==> config.mk <==
export PLATFORM = sky130hd
export DESIGN_NAME = dps_front
export DESIGN_NICKNAME = d
export VERILOG_FILES = /design/src/rtl/core/dps_pkg.sv /design/src/rtl/core/dps_front.sv
export SDC_FILE = /design/constraint.sdc
export NUM_CORES = 1
export LEC_CHECK = 0
export BUFFER_PORTS_ARGS = -buffer_cell sky130_fd_sc_hd__clkbuf_2
export CAP_MARGIN = 10
export CELL_PAD_IN_SITES_DETAIL_PLACEMENT = 1
export CELL_PAD_IN_SITES_GLOBAL_PLACEMENT = 2
export CORE_UTILIZATION = 33
export DETAILED_ROUTE_END_ITERATION = 8
export HOLD_SLACK_MARGIN = 0.15
export PLACE_DENSITY = 0.64
export SLEW_MARGIN = 20
export SYNTH_ARGS = -nofsm -noshare
export SYNTH_HDL_FRONTEND = slang
export SYNTH_SLANG_ARGS = --single-unit
==> constraint.sdc <==
create_clock -name clk -period 3.8 [get_ports clk]
set_input_delay 0.19 -clock clk [delete_from_list [all_inputs] [get_ports clk]]
set_output_delay 0.19 -clock clk [all_outputs]
set_load 0.05 [all_outputs]
==> src/rtl/core/dps_pkg.sv <==
// Shared constants, types and build-time sine/gain tables for the 1D sine-transform Poisson solver.
// No dependencies.
package dps_pkg;

  localparam int POINTS_DEF = 32;
  localparam int POINTS_MAX = 64;
  localparam int SINE_MAX   = 2 * (POINTS_MAX + 1);

  localparam int SAMPLE_W = 24;
  localparam int RESULT_W = 32;
  localparam int SCALE_W  = 32;
  localparam int PADDR_W  = 3;
  localparam int SINE_W   = 32;
  localparam int GAIN_W   = 32;
  localparam int AMAG_W   = 31;
  localparam int VMAG_W   = 43;
  localparam int ACC_W    = 64;

  localparam logic [SCALE_W-1:0] SCALE_RESET = 32'd16777216;
  localparam logic [PADDR_W-1:0] REG_GRID_SCALE = 3'd0;
  localparam longint unsigned PI_Q30 = 64'd3373259426;

  typedef logic signed [SINE_W-1:0] sine_rom_t [SINE_MAX];
  typedef logic [GAIN_W-1:0] gain_rom_t [POINTS_MAX];

  typedef struct packed {
    logic [SCALE_W-1:0] scale;
  } solve_cmd_t;

  function automatic longint unsigned udiv(longint unsigned a, longint unsigned b);
    longint unsigned q;
    longint unsigned r;
    q = 0;
    r = 0;
    for (int i = 63; i >= 0; i--) begin
      r = {r[62:0], a[i]};
      if (r >= b) begin
        r = r - b;
        q[i] = 1'b1;
      end
    end
    return q;
  endfunction

  function automatic longint signed sine_q30(longint unsigned m_in, longint unsigned d);
    longint unsigned m;
    longint unsigned x;
    longint unsigned x2;
    longint unsigned mag;
    longint unsigned dv;
    longint signed acc;
    logic neg;
    m = m_in - udiv(m_in, 2 * d) * (2 * d);
    neg = 1'b0;
    if (m >= d) begin
      m = m - d;
      neg = 1'b1;
    end
    if (2 * m > d) m = d - m;
    x = udiv(PI_Q30 * m + (d >> 1), d);
    x2 = (x * x + (64'd1 << 29)) >> 30;
    mag = x;
    acc = longint'(x);
    for (int n = 1; n <= 12; n++) begin
      dv = longint'(2 * n) * longint'(2 * n + 1);
      mag = (mag * x2 + (64'd1 << 29)) >> 30;
      mag = udiv(mag + (dv >> 1), dv);
      if ((n & 1) == 1) acc = acc - longint'(mag);
      else acc = acc + longint'(mag);
    end
    if (acc < 0) acc = 0;
    if (acc > (64'sd1 <<< 30)) acc = 64'sd1 <<< 30;
    return neg ? -acc : acc;
  endfunction

  function automatic sine_rom_t build_sine(int points);
    sine_rom_t rom;
    for (int m = 0; m < SINE_MAX; m++) begin
      if (m < 2 * (points + 1)) rom[m] = SINE_W'(sine_q30(longint'(m), longint'(points + 1)));
      else rom[m] = '0;
    end
    return rom;
  endfunction

  function automatic gain_rom_t build_gain(int points);
    gain_rom_t rom;
    longint unsigned s;
    longint unsigned s2;
    longint unsigned den;
    longint unsigned g;
    for (int k = 1; k <= POINTS_MAX; k++) begin
      rom[k-1] = '0;
      if (k <= points) begin
        s = longint'(sine_q30(longint'(k), longint'(2 * (points + 1))));
        s2 = (s * s + (64'd1 << 27)) >> 28;
        den = longint'(2 * (points + 1)) * s2;
        g = (den != 0) ? udiv((64'd1 << 60) + (den >> 1), den) : 64'hFFFF_FFFF;
        rom[k-1] = (g > 64'hFFFF_FFFF) ? 32'hFFFF_FFFF : g[31:0];
      end
    end
    return rom;
  endfunction

endpackage

==> src/rtl/core/dps_front.sv <==
// Front end: takes charge samples into the charge buffer and issues a solve request on the last one.
// Depends on dps_pkg.
module dps_front #(
  parameter int POINTS = dps_pkg::POINTS_DEF,
  localparam int IDX_W = $clog2(POINTS)
) (
  input  logic                                clk,
  input  logic                                rst,
  input  logic                                accept,
  input  logic signed [dps_pkg::SAMPLE_W-1:0] charge_sample,
  input  logic [dps_pkg::SCALE_W-1:0]         grid_scale,
  output logic                                push,
  output dps_pkg::solve_cmd_t                 cmd,
  input  logic [IDX_W-1:0]                    rd_addr,
  output logic signed [dps_pkg::SAMPLE_W-1:0] rd_data
);
  import dps_pkg::*;

  logic signed [SAMPLE_W-1:0] charge_buffer [POINTS];
  logic [IDX_W-1:0] loaded_count;
  logic is_last;

  assign is_last = (loaded_count == IDX_W'(POINTS - 1));
  assign push = accept && is_last;
  assign cmd.scale = grid_scale;

  always_ff @(posedge clk) begin
    if (rst) begin
      loaded_count <= '0;
    end else if (accept) begin
      loaded_count <= is_last ? '0 : loaded_count + 1'b1;
    end
  end

  always_ff @(posedge clk) begin
    if (accept) charge_buffer[loaded_count] <= charge_sample;
    rd_data <= charge_buffer[rd_addr];
  end

endmodule

Word level (Yosys, flattened, before mapping)

Memory sizes are Yosys's and may differ from the RTL's. A register that Yosys moved wholly into a read port is not among the register bits.
Index checks and enable logic that the tools add are counted.
W data, S select, Z words.

Add/sub/neg operators: 1
Eq/ne operators: 1
Multiplexer cells: 3
Reduce and logical (&&, ||, !) cells: 1

Operator list:

| operator              | number |
|---|---|
| $add A5 B1 Y5 const B | 1 |
| $eq A5 B5 Y1 const B  | 1 |
| $mux W5               | 1 |
| $mux W1               | 2 |
| $logic_and A1 B1 Y1   | 1 |

Register bits: 5
Memory bits (writable): 768
Bits of input ports: 64
Output and inout port bits: 57
Logic and storage cells: 8
Memories kept: 1

Memory list:

| memory        | depth | bits a word | rd ports | clocked after memory_dff | wr ports | RTL line        | text |
|---|---|---|---|---|---|---|---|
| charge_buffer | 32    | 24          | 1        | 1                        | 1        | dps_front.sv:19 | `logic signed [SAMPLE_W-1:0] charge_buffer [POINTS];` |

Depth between registers and ports, before layout

Gate-level depths: netlist of run 1.

Word-level depth: 2
Gate-level depth with buffers: 8
Depth with buffers taken out: 6

Worst setup path before layout of run 1

No wires, ideal clock.

Kind: flip-flop to flip-flop
Start: register loaded_count[0]
End: memory charge_buffer[3][0], enable pin
Library setup time: 466 ps
Arrival time: 3,012 ps
Data required time: 3,334 ps
Setup slack: 322 ps
Stages on the path, launching flop included: 4
Path buffers: 0
Period minus slack after synthesis: 3,478 ps
Cells stage by stage: dfxtp_1 > ha_1 > nand2_1 > nor4_1

RTL lines:

| what                   | RTL line        | text |
|---|---|---|
| from (decl)            | dps_front.sv:20 | `logic [IDX_W-1:0] loaded_count;` |
| from (signal assigned) | dps_front.sv:31 | `loaded_count <= is_last ? '0 : loaded_count + 1'b1;` |
| to (decl)              | dps_front.sv:19 |  |

No word-level cell before the write port.

Worst setup path after layout of run 1

Start: register loaded_count[4]
End: output port push

Longest elaborated chain between the ends: 2

Ends and longest elaborated chain:

| what                | RTL line        | text |
|---|---|---|
| $eq A5 B5 Y1        | dps_front.sv:23 | `assign is_last = (loaded_count == IDX_W'(POINTS - 1));` |
| $logic_and A1 B1 Y1 | dps_front.sv:24 | `assign push = accept && is_last;` |
| to (decl)           | dps_front.sv:12 | `output logic push,` |

No other way between the ends.

==> key figures, run 1 <==
Synth
  – Main synth FF type: edfxtp_1
  – Async set-reset flop share out of synthesis: 0%
  – Synth Net Count: about 1800
  – Adder-Cell Fraction of Synth Area: 0.202%
  – Register area share after synthesis: between 70 and 80%
  – Synthesized cell area: around 31000 sq um
  – Avg Cell Area, Syn: around 17 sq um
  – Count leader, synth: edfxtp_1
  – Post-Synth XOR/XNOR Area: less than 1%
  – Synth cell types: 31
  – Synth Warn #: 0
  – Cells after Synth: 1776
  – EDFF count, synth: 768
  – Cell taking the most area after synthesis: edfxtp_1
  – Compound-Gate Fraction of Synth Area: about 4.8%
  – Post-synthesis mux area share: roughly an eighth
  – Yosys reg bits: roughly 800
  – Largest family of logic cells by synthesized area: multiplexers
  – Share of the synthesized area in the top cell type: between 70% and 80%
  – Synth top cells by count: edfxtp_1 (768), mux2i_1 (387), nand2_1 (79)
  – Synth area leaders: edfxtp_1 (74%), mux2i_1 (12%), dfxtp_1 (1.9%), a22oi_1 (1.7%), a22o_1 (1.4%)
  – Simple-gate portion of the synthesized area: 3.41%

Detailed routing
  – WL final: 86.0 mm
  – Via count: roughly 16000
  – Antenna Violating Nets Remaining: 0
  – Initial DRT Pass Iterations: 5
  – Vias per inst: between 5 and 6
  – Drt initial violations: approximately 1500
  – Post-route DRC: 0
  – Wire per inst: about 27 um

Worst setup path
  – Worst Reg2Reg Path Length in Cells: 2
  – Reg-to-Reg End: charge_buffer[28][23]$_DFFE_PP_
  – Worst r2r src: loaded_count[4]$_SDFFE_PP0P_
  – R2R setup slack: roughly 1.1 ns
  – WP data arrival: approximately 2.5 ns
  – Worst setup SP type: flip-flop
  – Crit-path max FO: 22
  – CP Data Required Time: between 3 and 4 ns
  – Crit path kind: reg2out
  – CP endpoint kind: primary output

Placed design
  – Dpl hpwl: a little under 50 mm
  – Port Buffers: 56
  – GPL Wtd Cong: approximately 0.76

GRT
  – Pin count of the biggest net entering global routing: 97
  – Vias in the first global route: between 15000 and 20000
  – GRT Overall Usage: between 10% and 20%
  – Initial antenna violation count: 2
  – Gr ovfl total: 0
  – First-pass GRT wire length: between 100 and 150 mm

Power and ir drop
  – Power Dens Cells: 535 nW/um^2
  – Tot Pwr: between 15 and 20 mW
  – Peak supply drop: 310 uV
  – Pleak: roughly 12 nW

Final layout
  – Final nets: 1919
  – Layout cell share with drive strength beyond 1: about 14%
  – Area Overhead vs Synth: 15.4%
  – Ant diodes: 0

STA
  – Worst clock skew: roughly 0.014 ns
  – Final hold vios: 0
  – Sum Neg Setup Slack: 0 ns
  – Final worst path period need: about 2.7 ns
  – Fmax: 370 MHz
  – Final Cycle Share: approximately 71%
  – Worst slew pin tran: between 1 and 1.5 ns
  – Slew HR: about 25%
  – Slew Limit Fails: 0
  – Endpoints failing setup: 0
  – RSZ-0062 raised after global routing: false

Die
  – Die height: slightly above 300 um
  – DIE AREA: around 95000 sq um
  – Core box area: approximately 93000 sq um
  – Chip Width: about 310 um
  – # IOs: 121
  – Initial Util: between 30% and 40%
  – Num rows: about 110

Worst hold path
  – Worst hold stages: 1
  – Worst hold start: charge_sample[16]
  – Hold crit path type: in2reg
  – Hold endpoint: charge_buffer[13][16]$_DFFE_PP_

CTS
  – CTS buffer count: 87
  – Clock sinks: between 700 and 800
  – Root buffer cell: clkbuf_16
  – Post-CTS setup buffer count: 0
  – Worst-Skew Late Latency: around 0.63 ns
  – CTS tree: yes
  – Clk slew on worst S/H paths: about 0.060 ns
  – H-tree depth: 3
  – Post-CTS sizing: 0
  – Clock tree buffer depth: 3
  – Hold buffers post-CTS: 3

Run
  – Max cap viols: 0

Outcome
  – Status: completed
## cells by family (layout without fill, tap and decap cells)
logic type / Yosys count / after routing
DFF: 797 / 797
AOI/OAI and AO/OA: 218 / 218
buffers and inverters: 136 / 285
muxes: 387 / 387
xor gates and xnor gates: 1 / 1
and+or+nand+nor: 232 / 232
adders and majority gates: 5 / 5
## sequential cells by signal (all words and copies together), names as in the netlist
signal         flops
charge_buffer    768
rd_data           24
loaded_count       5
## layer usage
metal	wire (um)	track usage [%]	vias to the layer above
li1	-	-	7135
met1	40000	25.1	8577
met2	40400	29.2	341
met3	3530	3.21	112
met4	2140	4.91	4
met5	29	0	-
## cell type report
class,count,area [sq um]
Fill cell,9186,57400
Sequential cell,797,23600
Multi-Input combinational cell,843,6710
Clock buffer,125,2420
Tap cell,1254,1570
Timing Repair Buffer,119,1010
Clock inverter,39,422
Inverter,2,7.51
## per-stage QoR
step,hold slack (ns),instances,instance area (sq um),util (%),setup slack (ns)
global route,0.247,3179,35800,38.4,0.992
floorplan,0.262,1776,31000,-,0.322
global placement,0.380,3007,32800,35.2,1.10
detailed placement,0.380,3012,32900,35.3,1.11
finish,0.241,3179,35800,38.4,1.10
CTS,0.205,3179,35800,38.4,1.10
## placed cells by master (no fill, tap or decap), types with 14 or more instances in the layout
master and count:
edfxtp_1 768, mux2i_1 387, clkbuf_16 88, nand2_1 79
nand3_1 74, a21oi_1 73, a22oi_1 72, clkbuf_2 55
a22o_1 48, buf_4 43, clkbuf_1 29, dfxtp_1 29
nor3_1 26, a31oi_1 24, nor2_4 18, buf_12 14
## worst max-delay path: stages (launching register included)
cell and delay, ns:
dfxtp_1 0.94, ha_1 0.36, and2_1 0.26, clkbuf_2 0.32
## power by group
group / switching [mW] / total (mW) / internal, mW
registers: 0.0383 / 9.75 / 9.71
logic: 0.739 / 1.04 / 0.299
clock network: 3.43 / 8.36 / 4.93
## how the worst max path moves through the flow
| stage | from | to | slack [ns] | depth (start not counted) |
|---|---|---|---|---|
| after global placement | loaded_count[4]$_SDFFE_PP0P_ | charge_buffer[16][22]$_DFFE_PP_ | 1.10 | 2 |
| after CTS | loaded_count[4]$_SDFFE_PP0P_ | push | 1.10 | 3 |
| after global routing | loaded_count[4]$_SDFFE_PP0P_ | push | 0.99 | 3 |
| after detailed placement | rd_addr[3] | rd_data[7]$_DFF_P_ | 1.11 | 6 |
| after floorplan | loaded_count[0]$_SDFFE_PP0P_ | charge_buffer[3][0]$_DFFE_PP_ | 0.32 | 3 |
| final | loaded_count[4]$_SDFFE_PP0P_ | push | 1.10 | 3 |
(Power assumes the default switching activity.)
==> inputs of run 2 (changes only) <==
--- a/config.mk
+++ b/config.mk
@@ -12,7 +12,7 @@
 export CORE_UTILIZATION = 33
 export DETAILED_ROUTE_END_ITERATION = 8
 export HOLD_SLACK_MARGIN = 0.15
-export PLACE_DENSITY = 0.64
+export PLACE_DENSITY = 0.62
 export SLEW_MARGIN = 20
 export SYNTH_ARGS = -nofsm -noshare
 export SYNTH_HDL_FRONTEND = slang
==> constraint.sdc (replaced) <==
create_clock -name clk -period 2.8 [get_ports clk]
set_input_delay 0.14 -clock clk [delete_from_list [all_inputs] [get_ports clk]]
set_output_delay 0.14 -clock clk [all_outputs]
set_load 0.05 [all_outputs]
==> run 2 against run 1 <==
Effect of this change: flip-flop and latch count did not move; power rose by 38%; wire length rose by 2.9%; via count increased by 2.0%; sequential power increased by 35%; critical path depth rose by 1; die area did not move; first-iteration DRC count shrank 20%; largest power group unchanged; clock skew grew 0.018 ns; register-to-register slack worse by 0.55 ns.
==> key figures, run 2 (synthesized netlist as in run 1, its figures left out) <==
CTS
  – Clock tree buffer depth: 3
  – Worst-Skew Late Latency: 0.65 ns
  – H-tree depth: 3
  – Root buffer cell: clkbuf_16
  – CTS tree: yes
  – CTS buffer count: 87
  – Post-CTS sizing: 0
  – Clk slew on worst S/H paths: about 0.06 ns
  – Clock sinks: around 800

Detailed routing
  – Antenna Violating Nets Remaining: 0
  – Via count: 16488
  – Vias per inst: about 5.1
  – Drt initial violations: 1181
  – Post-route DRC: 0
  – WL final: 88.6 mm
  – Initial DRT Pass Iterations: 5
  – Wire per inst: between 20 and 30 um

STA
  – Slew HR: roughly two fifths
  – Endpoints failing setup: 0
  – Worst slew pin tran: 0.887 ns
  – Sum Neg Setup Slack: 0 ns
  – Final Cycle Share: between 80% and 90%
  – Slew Limit Fails: 0
  – Fmax: 410 MHz
  – Final hold vios: 0
  – Final worst path period need: roughly 2.4 ns
  – Worst clock skew: ~0.032 ns
  – RSZ-0062 raised after global routing: false

Final layout
  – Final nets: between 1500 and 2000
  – Max reg flops: around 770
  – Biggest regs: charge_buffer: 768 flops, rd_data: 24 flops, loaded_count: 5 flops
  – Commonest non-fill, non-tap cell in the layout: edfxtp_1
  – Final instance area: around 37000 sq um
  – FILL cells: approximately 9100
  – Top reg by flops: charge_buffer
  – Most frequent cells in the layout: edfxtp_1 (768), mux2i_1 (387), buf_4 (92)
  – Layout cell share with drive strength beyond 1: around 18%
  – Area Overhead vs Synth: 18.0%

Die
  – Die height: 309 um
  – Initial Util: roughly a third
  – Num rows: 112
  – Chip Width: 309 um
  – # IOs: around 120
  – Core box area: 93200 sq um
  – DIE AREA: 95200 sq um

GRT
  – Vias in the first global route: between 15000 and 20000
  – Gr ovfl total: 0
  – First-pass GRT wire length: 127 mm
  – GRT Overall Usage: between 10% and 20%
  – Initial antenna violation count: 1
  – Pin count of the biggest net entering global routing: 54

Worst hold path
  – Worst hold stages: 1
  – Worst hold start: charge_sample[23]
  – Hold endpoint: charge_buffer[22][23]$_DFFE_PP_
  – Hold crit path type: in2reg

Placed design
  – GPL Wtd Cong: around 0.77
  – Port Buffers: 56
  – Post-DP Area: 33700 sq um
  – Dpl hpwl: about 54 mm

Worst setup path
  – Worst Reg2Reg Path Length in Cells: 4
  – CP endpoint kind: primary output
  – Crit. Startpoint: loaded_count[2]$_SDFFE_PP0P_
  – R2R setup slack: 0.58 ns
  – Worst r2r src: loaded_count[0]$_SDFFE_PP0P_
  – Reg-to-Reg End: charge_buffer[19][11]$_DFFE_PP_
  – Worst setup SP type: flip-flop
  – WP data arrival: approximately 2.3 ns
  – Crit path kind: reg2out
  – Crit-path max FO: 14
  – CP Data Required Time: 2.66 ns

Power and ir drop
  – Tot Pwr: about 26 mW
  – Peak supply drop: slightly below 500 uV
  – Power Dens Cells: 720 nW/um^2
  – Pleak: roughly 13 nW

Run
  – Max cap viols: 0

Outcome
  – Status: completed
[run 2: where the power goes]
group	switching, mW	total, mW	internal [mW]
registers	0.0546	13.2	13.2
clock network	4.70	11.6	6.92
logic	1.04	1.50	0.461
[run 2: worst max-delay path: stages, from the launching register on]
cell and delay [ns]:
dfxtp_1 0.65, and3_1 0.28, ha_1 0.24, and2_1 0.20, clkbuf_2 0.30
[run 2: worst max path at each step]
stage / end / slack [ns] / cells past startpoint
after global routing: push / 0.22 / 4
after detailed placement: rd_data[19]$_DFF_P_ / 0.59 / 9
after global placement: charge_buffer[19][2]$_DFFE_PP_ / 0.57 / 4
final: push / 0.36 / 4
after floorplan: charge_buffer[12][0]$_DFFE_PP_ / -0.12 / 3
after CTS: push / 0.31 / 4
[run 2: area by class of cell]
type | count | area (sq um) | share of cell area, %
clock inverters | 38 | 458 | 1.25
diodes | 1 | 2.50 | 0.00684
inverters | 2 | 7.51 | 0.0205
multi-input cells | 843 | 6770 | 18.5
clock buffers | 122 | 2440 | 6.67
well taps | 1254 | 1570 | 4.29
repair buffers | 185 | 1690 | 4.62
flip-flops and latches | 797 | 23600 | 64.6
[run 2: what timing repair did]
item | in CTS | in global routing
hold buffers | 3 | 0
buffers inserted | 0 | 0
hold endpoints to repair | 5 | 0
[run 2: per-stage QoR]
step / util (%) / hold WS, ns / setup slack, ns / cells
6_report: 39.3 / 0.261 / 0.364 / 3242
5_1_grt: 39.3 / 0.272 / 0.216 / 3241
4_1_cts: 39.3 / 0.216 / 0.312 / 3241
3_5_place_dp: 36.1 / 0.280 / 0.585 / 3078
3_3_place_gp: 36.1 / 0.280 / 0.574 / 3078
2_1_floorplan: - / 0.212 / -0.116 / 1776
[run 2: routing by layer]
layer	wire [um]	GRT usage (%)	vias up	share of wire, %
met5	0	0	-	0
met4	1840	4.57	0	2.1
met3	4600	3.55	127	5.2
met2	41000	29.8	381	46
met1	41100	26.6	8730	46
li1	-	-	7250	-
