===== config.mk =====
export PLATFORM = sky130hd
export DESIGN_NAME = dps_cmd_queue
export DESIGN_NICKNAME = d
export VERILOG_FILES = /design/src/rtl/core/dps_pkg.sv /design/src/rtl/core/dps_cmd_queue.sv
export SDC_FILE = /design/constraint.sdc
export NUM_CORES = 1
export LEC_CHECK = 0
export ABC_AREA = 1
export BUFFER_PORTS_ARGS = -buffer_cell sky130_fd_sc_hd__buf_2
export CAP_MARGIN = 20
export CORE_UTILIZATION = 45
export CTS_CLUSTER_SIZE = 10
export DETAILED_ROUTE_END_ITERATION = 16
export PLACE_DENSITY_LB_ADDON = 0.3
export SYNTH_ARGS = -nofsm -noshare
export SYNTH_HDL_FRONTEND = slang
export SYNTH_SLANG_ARGS = --single-unit

===== constraint.sdc =====
create_clock -name clk -period 2.45 [get_ports clk]
set_input_delay 0.3675 -clock clk [delete_from_list [all_inputs] [get_ports clk]]
set_output_delay 0.3675 -clock clk [all_outputs]
set_load 0.05 [all_outputs]

===== src/rtl/core/dps_pkg.sv =====
// Shared constants, types and build-time sine/gain tables for the 1D sine-transform Poisson solver.
// No dependencies.
package dps_pkg;

  localparam int POINTS_DEF = 32;
  localparam int POINTS_MAX = 64;
  localparam int SINE_MAX   = 2 * (POINTS_MAX + 1);

  localparam int SAMPLE_W = 24;
  localparam int RESULT_W = 32;
  localparam int SCALE_W  = 32;
  localparam int PADDR_W  = 3;
  localparam int SINE_W   = 32;
  localparam int GAIN_W   = 32;
  localparam int AMAG_W   = 31;
  localparam int VMAG_W   = 43;
  localparam int ACC_W    = 64;

  localparam logic [SCALE_W-1:0] SCALE_RESET = 32'd16777216;
  localparam logic [PADDR_W-1:0] REG_GRID_SCALE = 3'd0;
  localparam longint unsigned PI_Q30 = 64'd3373259426;

  typedef logic signed [SINE_W-1:0] sine_rom_t [SINE_MAX];
  typedef logic [GAIN_W-1:0] gain_rom_t [POINTS_MAX];

  typedef struct packed {
    logic [SCALE_W-1:0] scale;
  } solve_cmd_t;

  function automatic longint unsigned udiv(longint unsigned a, longint unsigned b);
    longint unsigned q;
    longint unsigned r;
    q = 0;
    r = 0;
    for (int i = 63; i >= 0; i--) begin
      r = {r[62:0], a[i]};
      if (r >= b) begin
        r = r - b;
        q[i] = 1'b1;
      end
    end
    return q;
  endfunction

  function automatic longint signed sine_q30(longint unsigned m_in, longint unsigned d);
    longint unsigned m;
    longint unsigned x;
    longint unsigned x2;
    longint unsigned mag;
    longint unsigned dv;
    longint signed acc;
    logic neg;
    m = m_in - udiv(m_in, 2 * d) * (2 * d);
    neg = 1'b0;
    if (m >= d) begin
      m = m - d;
      neg = 1'b1;
    end
    if (2 * m > d) m = d - m;
    x = udiv(PI_Q30 * m + (d >> 1), d);
    x2 = (x * x + (64'd1 << 29)) >> 30;
    mag = x;
    acc = longint'(x);
    for (int n = 1; n <= 12; n++) begin
      dv = longint'(2 * n) * longint'(2 * n + 1);
      mag = (mag * x2 + (64'd1 << 29)) >> 30;
      mag = udiv(mag + (dv >> 1), dv);
      if ((n & 1) == 1) acc = acc - longint'(mag);
      else acc = acc + longint'(mag);
    end
    if (acc < 0) acc = 0;
    if (acc > (64'sd1 <<< 30)) acc = 64'sd1 <<< 30;
    return neg ? -acc : acc;
  endfunction

  function automatic sine_rom_t build_sine(int points);
    sine_rom_t rom;
    for (int m = 0; m < SINE_MAX; m++) begin
      if (m < 2 * (points + 1)) rom[m] = SINE_W'(sine_q30(longint'(m), longint'(points + 1)));
      else rom[m] = '0;
    end
    return rom;
  endfunction

  function automatic gain_rom_t build_gain(int points);
    gain_rom_t rom;
    longint unsigned s;
    longint unsigned s2;
    longint unsigned den;
    longint unsigned g;
    for (int k = 1; k <= POINTS_MAX; k++) begin
      rom[k-1] = '0;
      if (k <= points) begin
        s = longint'(sine_q30(longint'(k), longint'(2 * (points + 1))));
        s2 = (s * s + (64'd1 << 27)) >> 28;
        den = longint'(2 * (points + 1)) * s2;
        g = (den != 0) ? udiv((64'd1 << 60) + (den >> 1), den) : 64'hFFFF_FFFF;
        rom[k-1] = (g > 64'hFFFF_FFFF) ? 32'hFFFF_FFFF : g[31:0];
      end
    end
    return rom;
  endfunction

endpackage


===== src/rtl/core/dps_cmd_queue.sv =====
// Two-entry request queue between the front end and the solve engine.
// Depends on dps_pkg.
module dps_cmd_queue (
  input  logic                clk,
  input  logic                rst,
  input  logic                push,
  input  dps_pkg::solve_cmd_t cmd_in,
  input  logic                pop,
  output logic                valid,
  output dps_pkg::solve_cmd_t cmd_out
);
  import dps_pkg::*;

  solve_cmd_t entry [2];
  logic wr_ptr;
  logic rd_ptr;
  logic [1:0] count;
  logic do_push;
  logic do_pop;

  assign valid = (count != 2'd0);
  assign cmd_out = entry[rd_ptr];
  assign do_push = push && (count != 2'd2);
  assign do_pop = pop && valid;

  always_ff @(posedge clk) begin
    if (rst) begin
      wr_ptr <= 1'b0;
      rd_ptr <= 1'b0;
      count <= 2'd0;
    end else begin
      if (do_push) wr_ptr <= ~wr_ptr;
      if (do_pop) rd_ptr <= ~rd_ptr;
      if (do_push && !do_pop) count <= count + 2'd1;
      else if (do_pop && !do_push) count <= count - 2'd1;
    end
  end

  always_ff @(posedge clk) begin
    if (do_push) entry[wr_ptr] <= cmd_in;
  end

endmodule


Word-level counts from Yosys, hierarchy flattened
Memories as Yosys holds them, arrays and structs flattened. A register that Yosys moved wholly into a read port is not among the register bits.
Index checks and enable logic that the tools add are counted.
Widths: inputs -> output; s select.
{ "word_totals": {"ramBits": 64, "n_memories": 1, "reg_bits": 4, "wordCells": 23, "out_inout_bits": 33} }
{ "op_classes": {"n_bitwise": 2, "add_sub_neg": 2, "reduce_logical": 8, "n_eq_ne": 1, "muxes": 6} }
{ "mem_list": {"columns": ["memory", "depth", "width", "read_ports", "rd_ports_with_merged_regs", "write_ports", "line_no", "source"], "rows": [
  ["entry", 2, 32, 1, 1, 1, "dps_cmd_queue.sv:14", "solve_cmd_t entry [2];"]
]} }
{ "op_table": {"columns": ["cell", "count"], "rows": [
  ["$logic_and 1x1->1", 4],
  ["$mux 1", 4],
  ["$mux 2", 2],
  ["$reduce_bool 2->1", 2],
  ["$add 2x1->2 const B", 1],
  ["$logic_not 1->1", 2],
  ["$ne 2x2->1 const B", 1],
  ["$not 1->1", 2],
  ["$sub 2x1->2 const B", 1]
]} }

Longest topological paths before layout
Gate-level depths: netlist of run 1.
{ "depth": {"word_depth": 6, "mapped_depth": 10, "depth_no_buf": 10} }

Least setup slack after synthesis of run 1
No wires, ideal clock.
{ "synth_timing": {"path_kind": "reg-to-reg", "from": "register count[1]", "to": "memory entry[1][0] (netlist bit), enable pin", "setup_slack_ns": 0.218, "path_buffers": 0, "required_ns": 2.029, "arrival_ns": 1.811, "period_less_slack_ns": 2.232, "stages_incl_launch_ff": 4, "cell_sequence": "dfxtp_1 > inv_1 > o21ai_2 > nor2_1"} }
{ "synth_between": {"elab_chain_len": 4} }
{ "synth_lines": {"columns": ["item", "line_no", "source"], "rows": [
  ["from (decl)", "dps_cmd_queue.sv:17", "logic [1:0] count;"],
  ["from (signal assigned)", "dps_cmd_queue.sv:34", "if (do_push && !do_pop) count <= count + 2'd1;"],
  ["from (signal assigned)", "dps_cmd_queue.sv:35", "else if (do_pop && !do_push) count <= count - 2'd1;"],
  ["$ne 2x2->1", "dps_cmd_queue.sv:23", "assign do_push = push && (count != 2'd2);"],
  ["$logic_and 1x1->1", "dps_cmd_queue.sv:23", null],
  ["$mux 1", "dps_cmd_queue.sv:40", "if (do_push) entry[wr_ptr] <= cmd_in;"],
  ["$mux 1 (not written as such)", "dps_cmd_queue.sv:40", null],
  ["to (decl)", "dps_cmd_queue.sv:14", null]
]} }
No other way between the ends.

==> results.txt, run 1 <==
Die Footprint = 0.00633 mm²
layout cells sized above 1 = 0.545
max cap viols = 0
Tcrit/Tclk final = 0.773
syn nets = 173
Hold Slack = 0.228 ns
Post-DRT Antenna Nets = 0
worst clock skew = 0.0115 ns
CTS HTree Levels = 3
Non-Filler Instances = 292
setup bufs post-CTS = 0
CTS tree = yes
RSZ-0062 raised after global routing = no
vias in the first global route = 1,399
DRT Wirelength = 4000 µm
area leader, netlist = edfxtp_1
final setup TNS = 0 ns
run status = complete, no violations
register bit total from synthesis = 69
total number of vias = 1,383
Worst Hold Class = in -> reg
final max-slew violation count = 0
Max IR drop VDD = 0.648 mV
critical path class = reg -> out
Post-Syn Area = 0.00271 mm²
Worst-Margin Slew = 0.451 ns
CP Capture Type = primary output
GP Congestion = 0.705
CP max FO = 18
hold buffer count at CTS = 0
post-layout instance area = 0.00328 mm²
Clk Tree Root Cell = clkbuf_8
static leakage = 1.32 nW
FP Rows = 27
largest net degree at the start of global routing = 31
syn avg cell area = 19.9 µm²
Layout area overhead = 21.2%
setup violators final = 0
IO buf count = 68
fmax = 528 MHz
Bufs on Longest Clock Path = 2
Placed Area = 0.00312 mm²
CTS clk-pin slew, worst paths = 0.07 ns
most common cell after layout, fill and taps aside = buf_2
Yosys top cell area share = 0.710
antenna violations before repair = 0
Die Width = 79.6 µm
DRT iter0 DRCs = 74
count of cell types in the netlist = 15
Resize count post-CTS = 0
synthesized instance count = 136
initial cell density of the core = 0.480
Total Power = 3.65 mW
GRT overflow = 0
clk_lat worst skew = 0.32 ns
Ys Warns = 0
most frequent cells in the layout = 68 x buf_2, 64 x edfxtp_1, 30 x mux2_4, 9 x clkbuf_8, 8 x inv_1
CP Data Required Time = 2.08 ns
PD cells = 1110 mW/mm²
crit path time final = 1.89 ns
placed insts = 276
Final nets = 252
IO Pins = 69
pre-CTS setup slack = 0.864 ns
First-pass DRT Iterations = 4
wire per inst = 13.7 µm
CTS Buf Count = 9
first-pass GRT wire length = 6230 µm
sequential share of the synthesized area = 0.747
crit path launch type = flop
Clock Sinks = 69
core area = 0.00564 mm²
diode count = 0
final core occ = 0.582
final number of hold-violating endpoints = 0
Slew HR = 0.699
Residual DRC = 0
CP arrival = 1.53 ns
worst setup margin = 0.556 ns
GRT Total Usage = 0.139
Post-DP HPWL = 2710 µm
Vias/cell = 4.74
die height = 79.6 µm
Synth area leaders = edfxtp_1 71%, mux2_4 17%, dfxtp_1 3.7%
area by class of cell:
cell class	count	area (µm²)
clock buffer	13	139
clock inverter	3	17.5
fill	460	2360
inverter	8	30.0
multi-input combinational	55	598
sequential	69	2020
tap	72	90.1
timing repair buffer	72	383
path summary, 6_finish.rpt:
| path | from | end | slack (ns) | depth (start not counted) |
|---|---|---|---|---|
| setup / recovery | flop | cmd_out[25] | 0.56 | 3 |
| hold / removal | cmd_in[26] | entry[1][26] | 0.23 | 1 |
| setup reg to reg | count[1] | count[1] | 0.91 | 9 |
| hold reg to reg | rd_ptr | rd_ptr | 0.50 | 2 |
logic make-up after synthesis:
logic type	Yosys count	share of synthesized area
compound gates	5	0.0106
fa+ha+maj	1	0.00462
buf+inv	12	0.0374
flops	69	0.747
mux	32	0.175
simple gates	17	0.0254
registers in the layout (all words and copies together), names as in the netlist, named ones only:
register,cells
count,2
wr_ptr,1
rd_ptr,1
entry,64
worst max-delay path: stages (launching register included):
cell and delay (ns):
dfxtp_2 0.32, buf_4 0.30, mux2_2 0.37, buf_2 0.21
cells in the mapped netlist:
cell and n:
a21oi_1 2, buf_12 3, buf_6 1, dfxtp_1 5, edfxtp_1 64, ha_1 1
inv_1 8, mux2_2 2, mux2_4 30, nand2_1 7, nand3_1 2, nand4_1 1
nor2_1 7, o21ai_0 2, o21ai_2 1
layer usage:
layer | GRT usage | vias to the layer above | part of all wire
met5 | 0 | - | 0
met1 | 0.156 | 671 | 0.41
li1 | - | 665 | -
met2 | 0.228 | 41 | 0.51
met4 | 0.0836 | 0 | 0.012
met3 | 0.0457 | 6 | 0.061
power by group:
part | switching, mW | internal, mW
registers | 0.0496 | 1.49
logic | 0.933 | 0.439
clock network | 0.367 | 0.365
Power figures use the tool's default switching activity.
==> run 2, diff against run 1 <==
==> constraint.sdc (replaced) <==
create_clock -name clk -period 1.9 [get_ports clk]
set_input_delay 0.285 -clock clk [delete_from_list [all_inputs] [get_ports clk]]
set_output_delay 0.285 -clock clk [all_outputs]
set_load 0.05 [all_outputs]
==> run 2 against run 1 <==
Effect of this change:
- total power grew 34%
- critical endpoint is now cmd_out[7]
- largest power group unchanged
- die area is the same
- critical path depth unchanged
==> results.txt, run 2 (synthesized netlist as in run 1, its figures left out) <==
GRT overflow = 0 (unchanged)
layout cells sized above 1 = 0.556 (+0.0106)
Placed Area = 0.00316 mm² (+1.1%)
CTS HTree Levels = 3 (unchanged)
Hold Slack = 0.144 ns (-0.0840 ns)
first-pass GRT wire length = 6390 µm (+2.6%)
filler instances = 454 (-1.3%)
Die Width = 79.6 µm (unchanged)
Non-Filler Instances = 295 (+1.0%)
wire per inst = 14.1 µm (+3.0%)
Residual DRC = 0 (unchanged)
IO Pins = 69 (unchanged)
Max IR drop VDD = 0.630 mV (-2.8%)
GP Congestion = 0.755 (+7.2%)
CP Cell Sequence = buf_4 -> mux2_4 -> buf_2
Post-DRT Antenna Nets = 0 (unchanged)
hold buffer count at CTS = 0 (unchanged)
CP max FO = 10 (-8)
post-layout instance area = 0.00334 mm² (+1.8%)
Clock Sinks = 69 (unchanged)
CTS clk-pin slew, worst paths = 0.07 ns (about the same)
crit path launch type = flop
CP arrival = 1.49 ns (-0.04 ns)
setup bufs post-CTS = 0 (unchanged)
crit path time final = 1.77 ns
Top Registers = entry x64, count x2
total number of vias = 1,388 (+0.36%)
GRT Total Usage = 0.142 (+0.00345)
Worst Hold Class = in -> reg
RSZ-0062 raised after global routing = no
fmax = 564 MHz
final number of hold-violating endpoints = 0 (unchanged)
static leakage = 1.36 nW (+2.7%)
First-pass DRT Iterations = 4 (unchanged)
DRT iter0 DRCs = 61 (-18%)
setup violators final = 0 (unchanged)
diode count = 0 (unchanged)
worst clock skew = 0.00414 ns (-0.00735 ns)
largest net degree at the start of global routing = 19 (-39%)
WP buf/inv = 2 (unchanged)
run status = complete, no violations
slowest stage cell, crit path = dfxtp_2
final setup TNS = 0 ns (unchanged)
PD cells = 1460 mW/mm² (+32%)
Slew HR = 0.792 (+0.0934)
final max-slew violation count = 0 (unchanged)
CTS Buf Count = 9 (unchanged)
Tcrit/Tclk final = 0.934
CP Capture Type = primary output
DRT Wirelength = 4160 µm (+4.0%)
vias in the first global route = 1,396 (-0.21%)
Vias/cell = 4.71 (-0.66%)
peak per-stage delay on the critical path = 0.39 ns (+0.02 ns)
clk_lat worst skew = 0.32 ns (about the same)
Die Footprint = 0.00633 mm² (unchanged)
CTS tree = yes
antenna violations before repair = 0 (unchanged)
most common cell after layout, fill and taps aside = buf_2
core area = 0.00564 mm² (unchanged)
multi-input logic area = 598 µm² (unchanged)
Largest Register = entry
IO buf count = 68 (unchanged)
number of flip-flops in the largest register = 64 (unchanged)
Layout area overhead = 23.4%
FF/Latch Area = 0.00202 mm² (unchanged)
Bufs on Longest Clock Path = 2 (unchanged)
Clk Tree Root Cell = clkbuf_8
placed insts = 279 (+1.1%)
initial cell density of the core = 0.480 (unchanged)
max cap viols = 0 (unchanged)
CP Data Required Time = 1.62 ns (-0.46 ns)
Final nets = 255 (+1.2%)
Worst-Margin Slew = 0.312 ns (-0.139 ns)
crit-path leading delay family = buffers and inverters
FP Rows = 27 (unchanged)
critical path class = reg -> out
Post-DP HPWL = 2850 µm (+5.1%)
most frequent cells in the layout = 68 x buf_2, 64 x edfxtp_1, 30 x mux2_4, 9 x clkbuf_8, 8 x inv_1
die height = 79.6 µm (unchanged)
Resize count post-CTS = 0 (unchanged)
==> run 2: cell types whose count changed in the layout (fill, tap and decap cells not counted), sizes merged <==
cell | previous run | this run
bufinv | 0 | 1
clkbuf | 13 | 9
clkinv | 2 | 6
clkinvlp | 1 | 0
buf | 72 | 75
==> run 2: routing by layer <==
| layer | vias up | share of wire | GRT usage |
|---|---|---|---|
| met4 | 0 | 0.0058 | 0.0818 |
| met2 | 39 | 0.51 | 0.224 |
| met1 | 675 | 0.43 | 0.169 |
| li1 | 672 | - | - |
| met3 | 2 | 0.056 | 0.0480 |
| met5 | - | 0 | 0 |
==> run 2: worst paths after layout <==
kind / startpoint / endpoint / slack, ns / cells after the start
worst max-delay path: flop / cmd_out[7] / 0.13 / 3
worst min-delay path: cmd_in[9] / entry[0][9] / 0.14 / 1
worst max register to register: count[1] / count[1] / 0.39 / 9
worst min register to register: rd_ptr / rd_ptr / 0.52 / 2
==> run 2: final cells by class <==
type,instances,share of cell area
Sequential cell,69,0.606
Multi-Input combinational cell,55,0.179
Timing Repair Buffer,75,0.125
Clock buffer,9,0.0371
Tap cell,72,0.0270
Clock inverter,7,0.0169
Inverter,8,0.00899
==> run 2: stage by stage <==
step / power, mW / setup WS (ns) / utilization
5_1_grt: 5.10 / 0.0650 / 0.592
6_report: 4.88 / 0.125 / 0.592
3_5_place_dp: 3.85 / 0.394 / 0.560
2_1_floorplan: 3.52 / -0.332 / -
4_1_cts: 4.94 / 0.102 / 0.592
3_3_place_gp: 3.83 / 0.464 / 0.560
==> run 2: report_power, final <==
group | switching (mW) | internal (mW) | total [mW]
clock | 0.488 | 0.585 | 1.07
sequential | 0.0737 | 1.92 | 2.00
combinational | 1.21 | 0.600 | 1.81
==> run 3, diff against run 2 <==
--- a/config.mk
+++ b/config.mk
@@ -5,7 +5,6 @@
 export SDC_FILE = /design/constraint.sdc
 export NUM_CORES = 1
 export LEC_CHECK = 0
-export ABC_AREA = 1
 export BUFFER_PORTS_ARGS = -buffer_cell sky130_fd_sc_hd__buf_2
 export CAP_MARGIN = 20
 export CORE_UTILIZATION = 45
==> run 3 against run 2 <==
Effect of this change:
- synthesized cell count decreased by 7.4%
- clock power about the same
- first-iteration DRC count increased by 3.3%
- total power decreased by 1.5%
- largest power group unchanged
- die area decreased by 6.6%
- largest cell class unchanged
- count of clock-buffer cells in the layout increased by 1
- utilization increased by 1.2 points
- critical path depth unchanged
- critical path type unchanged
==> results.txt, run 3 <==
synthesized instance count = 126 (-7.4%)
initial cell density of the core = 0.482 (+0.00190)
CTS Buf Count = 9 (unchanged)
syn nets = 163 (-5.8%)
crit path to = cmd_out[13]
crit path time final = 1.78 ns (+0.00699 ns)
IO buf count = 68 (unchanged)
Total Power = 4.81 mW (-1.5%)
slowest stage cell, crit path = mux2_2
Top Registers = entry x64, count x2
Ys Warns = 0 (unchanged)
CP Cell Sequence = buf_4 -> mux2_2 -> buf_2
crit path launch type = flop
Clock Sinks = 69 (unchanged)
CTS tree = yes
final max-slew violation count = 0 (unchanged)
CTS clk-pin slew, worst paths = 0.07 ns (about the same)
GRT overflow = 0 (unchanged)
routed length on met3 = 196 µm (-16%)
Clk Tree Root Cell = clkbuf_8
run status = complete, no violations
Post-DP HPWL = 2940 µm (+3.3%)
antenna violations before repair = 0 (unchanged)
Vias/cell = 4.79 (+1.7%)
Post-synth ARST share = 0 (unchanged)
Tcrit/Tclk final = 0.938 (+0.00368)
FP Rows = 26 (-3.7%)
vias in the first global route = 1,467 (+5.1%)
PD cells = 1520 mW/mm² (+4.0%)
total number of vias = 1,345 (-3.1%)
Cells on Worst Hold Path = 1 (unchanged)
final number of hold-violating endpoints = 0 (unchanged)
Non-Filler Instances = 281 (-4.7%)
worst clock skew = 0.00696 ns (+0.00282 ns)
r2r endpoint = count[1]
Resize count post-CTS = 0 (unchanged)
Post-Syn Area = 0.00252 mm² (-6.8%)
placed insts = 266 (-4.7%)
Register-to-Register Setup Slack = 0.24 ns (-0.15 ns)
die height = 76.9 µm (-3.4%)
sequential share of the synthesized area = 0.802 (+0.0545)
Worst-Margin Slew = 0.321 ns (+0.00889 ns)
top-count cell post-synth = edfxtp_1
CP arrival = 1.50 ns (about the same)
setup violators final = 0 (unchanged)
largest net degree at the start of global routing = 17 (-2)
setup bufs post-CTS = 0 (unchanged)
first-pass GRT wire length = 6900 µm (+8.0%)
Layout area overhead = 25.4%
max cap viols = 0 (unchanged)
startpoint of the worst hold path = cmd_in[1]
Largest Register = entry
core area = 0.00524 mm² (-7.2%)
M1 WL = 1820 µm (+2.6%)
IO Pins = 69 (unchanged)
DRT iter0 DRCs = 63 (+3.3%)
syn avg cell area = 20.0 µm² (+0.60%)
Worst Reg-to-Reg Cells = 6 (-3)
area leader, netlist = edfxtp_1
Die Width = 76.9 µm (-3.4%)
Post-synth top flop = edfxtp_1
diode count = 0 (unchanged)
static leakage = 1.21 nW (-11%)
final setup TNS = 0 ns (unchanged)
critical path class = reg -> out
CP max FO = 16 (+6)
Slew HR = 0.784 (-0.00816)
Hold Slack = 0.140 ns (-0.00355 ns)
clk_lat worst skew = 0.33 ns (about the same)
post-layout instance area = 0.00316 mm² (-5.3%)
First-pass DRT Iterations = 4 (unchanged)
Max IR drop VDD = 0.951 mV (+51%)
number of synthesized flops with an enable pin = 64 (unchanged)
RSZ-0062 raised after global routing = no
most common cell after layout, fill and taps aside = buf_2
Yosys top cell area share = 0.762 (+0.0518)
layout cells sized above 1 = 0.569 (+0.0127)
Synth top cells by count = 64 x edfxtp_1, 30 x mux2_2, 5 x dfxtp_1
Post-DRT Antenna Nets = 0 (unchanged)
Top Metal Used = met4
wire per inst = 15.7 µm (+11%)
GP Congestion = 0.663 (-12%)
met2 WL post-DR = 2300 µm (+7.7%)
CP Capture Type = primary output
GRT Total Usage = 0.162 (+0.0202)
CP Data Required Time = 1.62 ns (about the same)
r2r startpoint = count[0]
Placed Area = 0.00298 mm² (-5.6%)
Residual DRC = 0 (unchanged)
count of cell types in the netlist = 18 (+3)
Bufs on Longest Clock Path = 2 (unchanged)
Worst Hold Class = in -> reg
Die Footprint = 0.00591 mm² (-6.6%)
Synth area leaders = edfxtp_1 76%, mux2_2 13%, dfxtp_1 4.0%
most frequent cells in the layout = 68 x buf_2, 64 x edfxtp_1, 30 x mux2_2, 9 x clkbuf_8, 6 x buf_4
fmax = 561 MHz (-0.39%)
register bit total from synthesis = 69 (unchanged)
Final nets = 244 (-4.3%)
hold buffer count at CTS = 0 (unchanged)
DRT Wirelength = 4410 µm (+5.9%)
number of flip-flops in the largest register = 64 (unchanged)
peak per-stage delay on the critical path = 0.38 ns (about the same)
CTS HTree Levels = 3 (unchanged)
[run 3: cell types whose count changed in the layout (fill, tap and decap cells not counted), moves of 2 or more]
cell,delta
mux2_4,-30
mux2_2,+28
nand2_1,-6
inv_1,-5
clkinv_1,-3
xor2_1,+3
buf_12,-2
mux2_1,+2
nor2_1,-2
[run 3: worst min-delay path by stage]
stage / slack (ns) / to
final: 0.14 / entry[1][1]
after global routing: 0.12 / entry[1][1]
after CTS: 0.13 / entry[0][14]
after detailed placement: 0.48 / entry[1][22]
after global placement: 0.47 / entry[0][23]
after floorplan: 0.35 / count[1]
[run 3: kinds of logic after synthesis]
group / count (synthesis) / synth area share
multiplexers: 32 / 0.143
XOR/XNOR: 3 / 0.0104
buffers and inverters: 7 / 0.0124
AO/OA/AOI/OAI: 5 / 0.0109
AND/OR/NAND/NOR: 9 / 0.0169
adder cells (fa/ha/maj): 1 / 0.00496
flip-flops: 69 / 0.802
[run 3: final cells by class]
| class | instances | area (µm²) |
|---|---|---|
| clock buffers | 10 | 128 |
| fillers | 407 | 2070 |
| flip-flops and latches | 69 | 2020 |
| clock inverters | 5 | 52.6 |
| well taps | 70 | 87.6 |
| multi-input cells | 50 | 477 |
| repair buffers | 74 | 385 |
| inverters | 3 | 11.3 |
[run 3: worst max-delay path: cells and delay by family, from the launching register on]
kind | cells | cell delay, ns
buffers and inverters | 2 | 0.46
muxes | 1 | 0.38
DFF | 1 | 0.33
[run 3: stage by stage]
| step | setup WS (ns) | utilization |
|---|---|---|
| after floorplan | 0.0542 | - |
| after global placement | 0.369 | 0.570 |
| after detailed placement | 0.270 | 0.570 |
| after CTS | 0.100 | 0.604 |
| after global routing | 0.0534 | 0.604 |
| final | 0.118 | 0.604 |
[run 3: metal layers]
layer  vias up  track usage
met4         0        0.108
li1        643            -
met3        11       0.0452
met2        40        0.273
met5         -            0
met1       651        0.179
[run 3: report_power, final]
group | leakage, nW | internal [mW] | total, mW | switching [mW]
Clock | 0.0919 | 0.592 | 1.10 | 0.510
Sequential | 0.639 | 1.90 | 1.97 | 0.0638
Combinational | 0.483 | 0.499 | 1.74 | 1.24
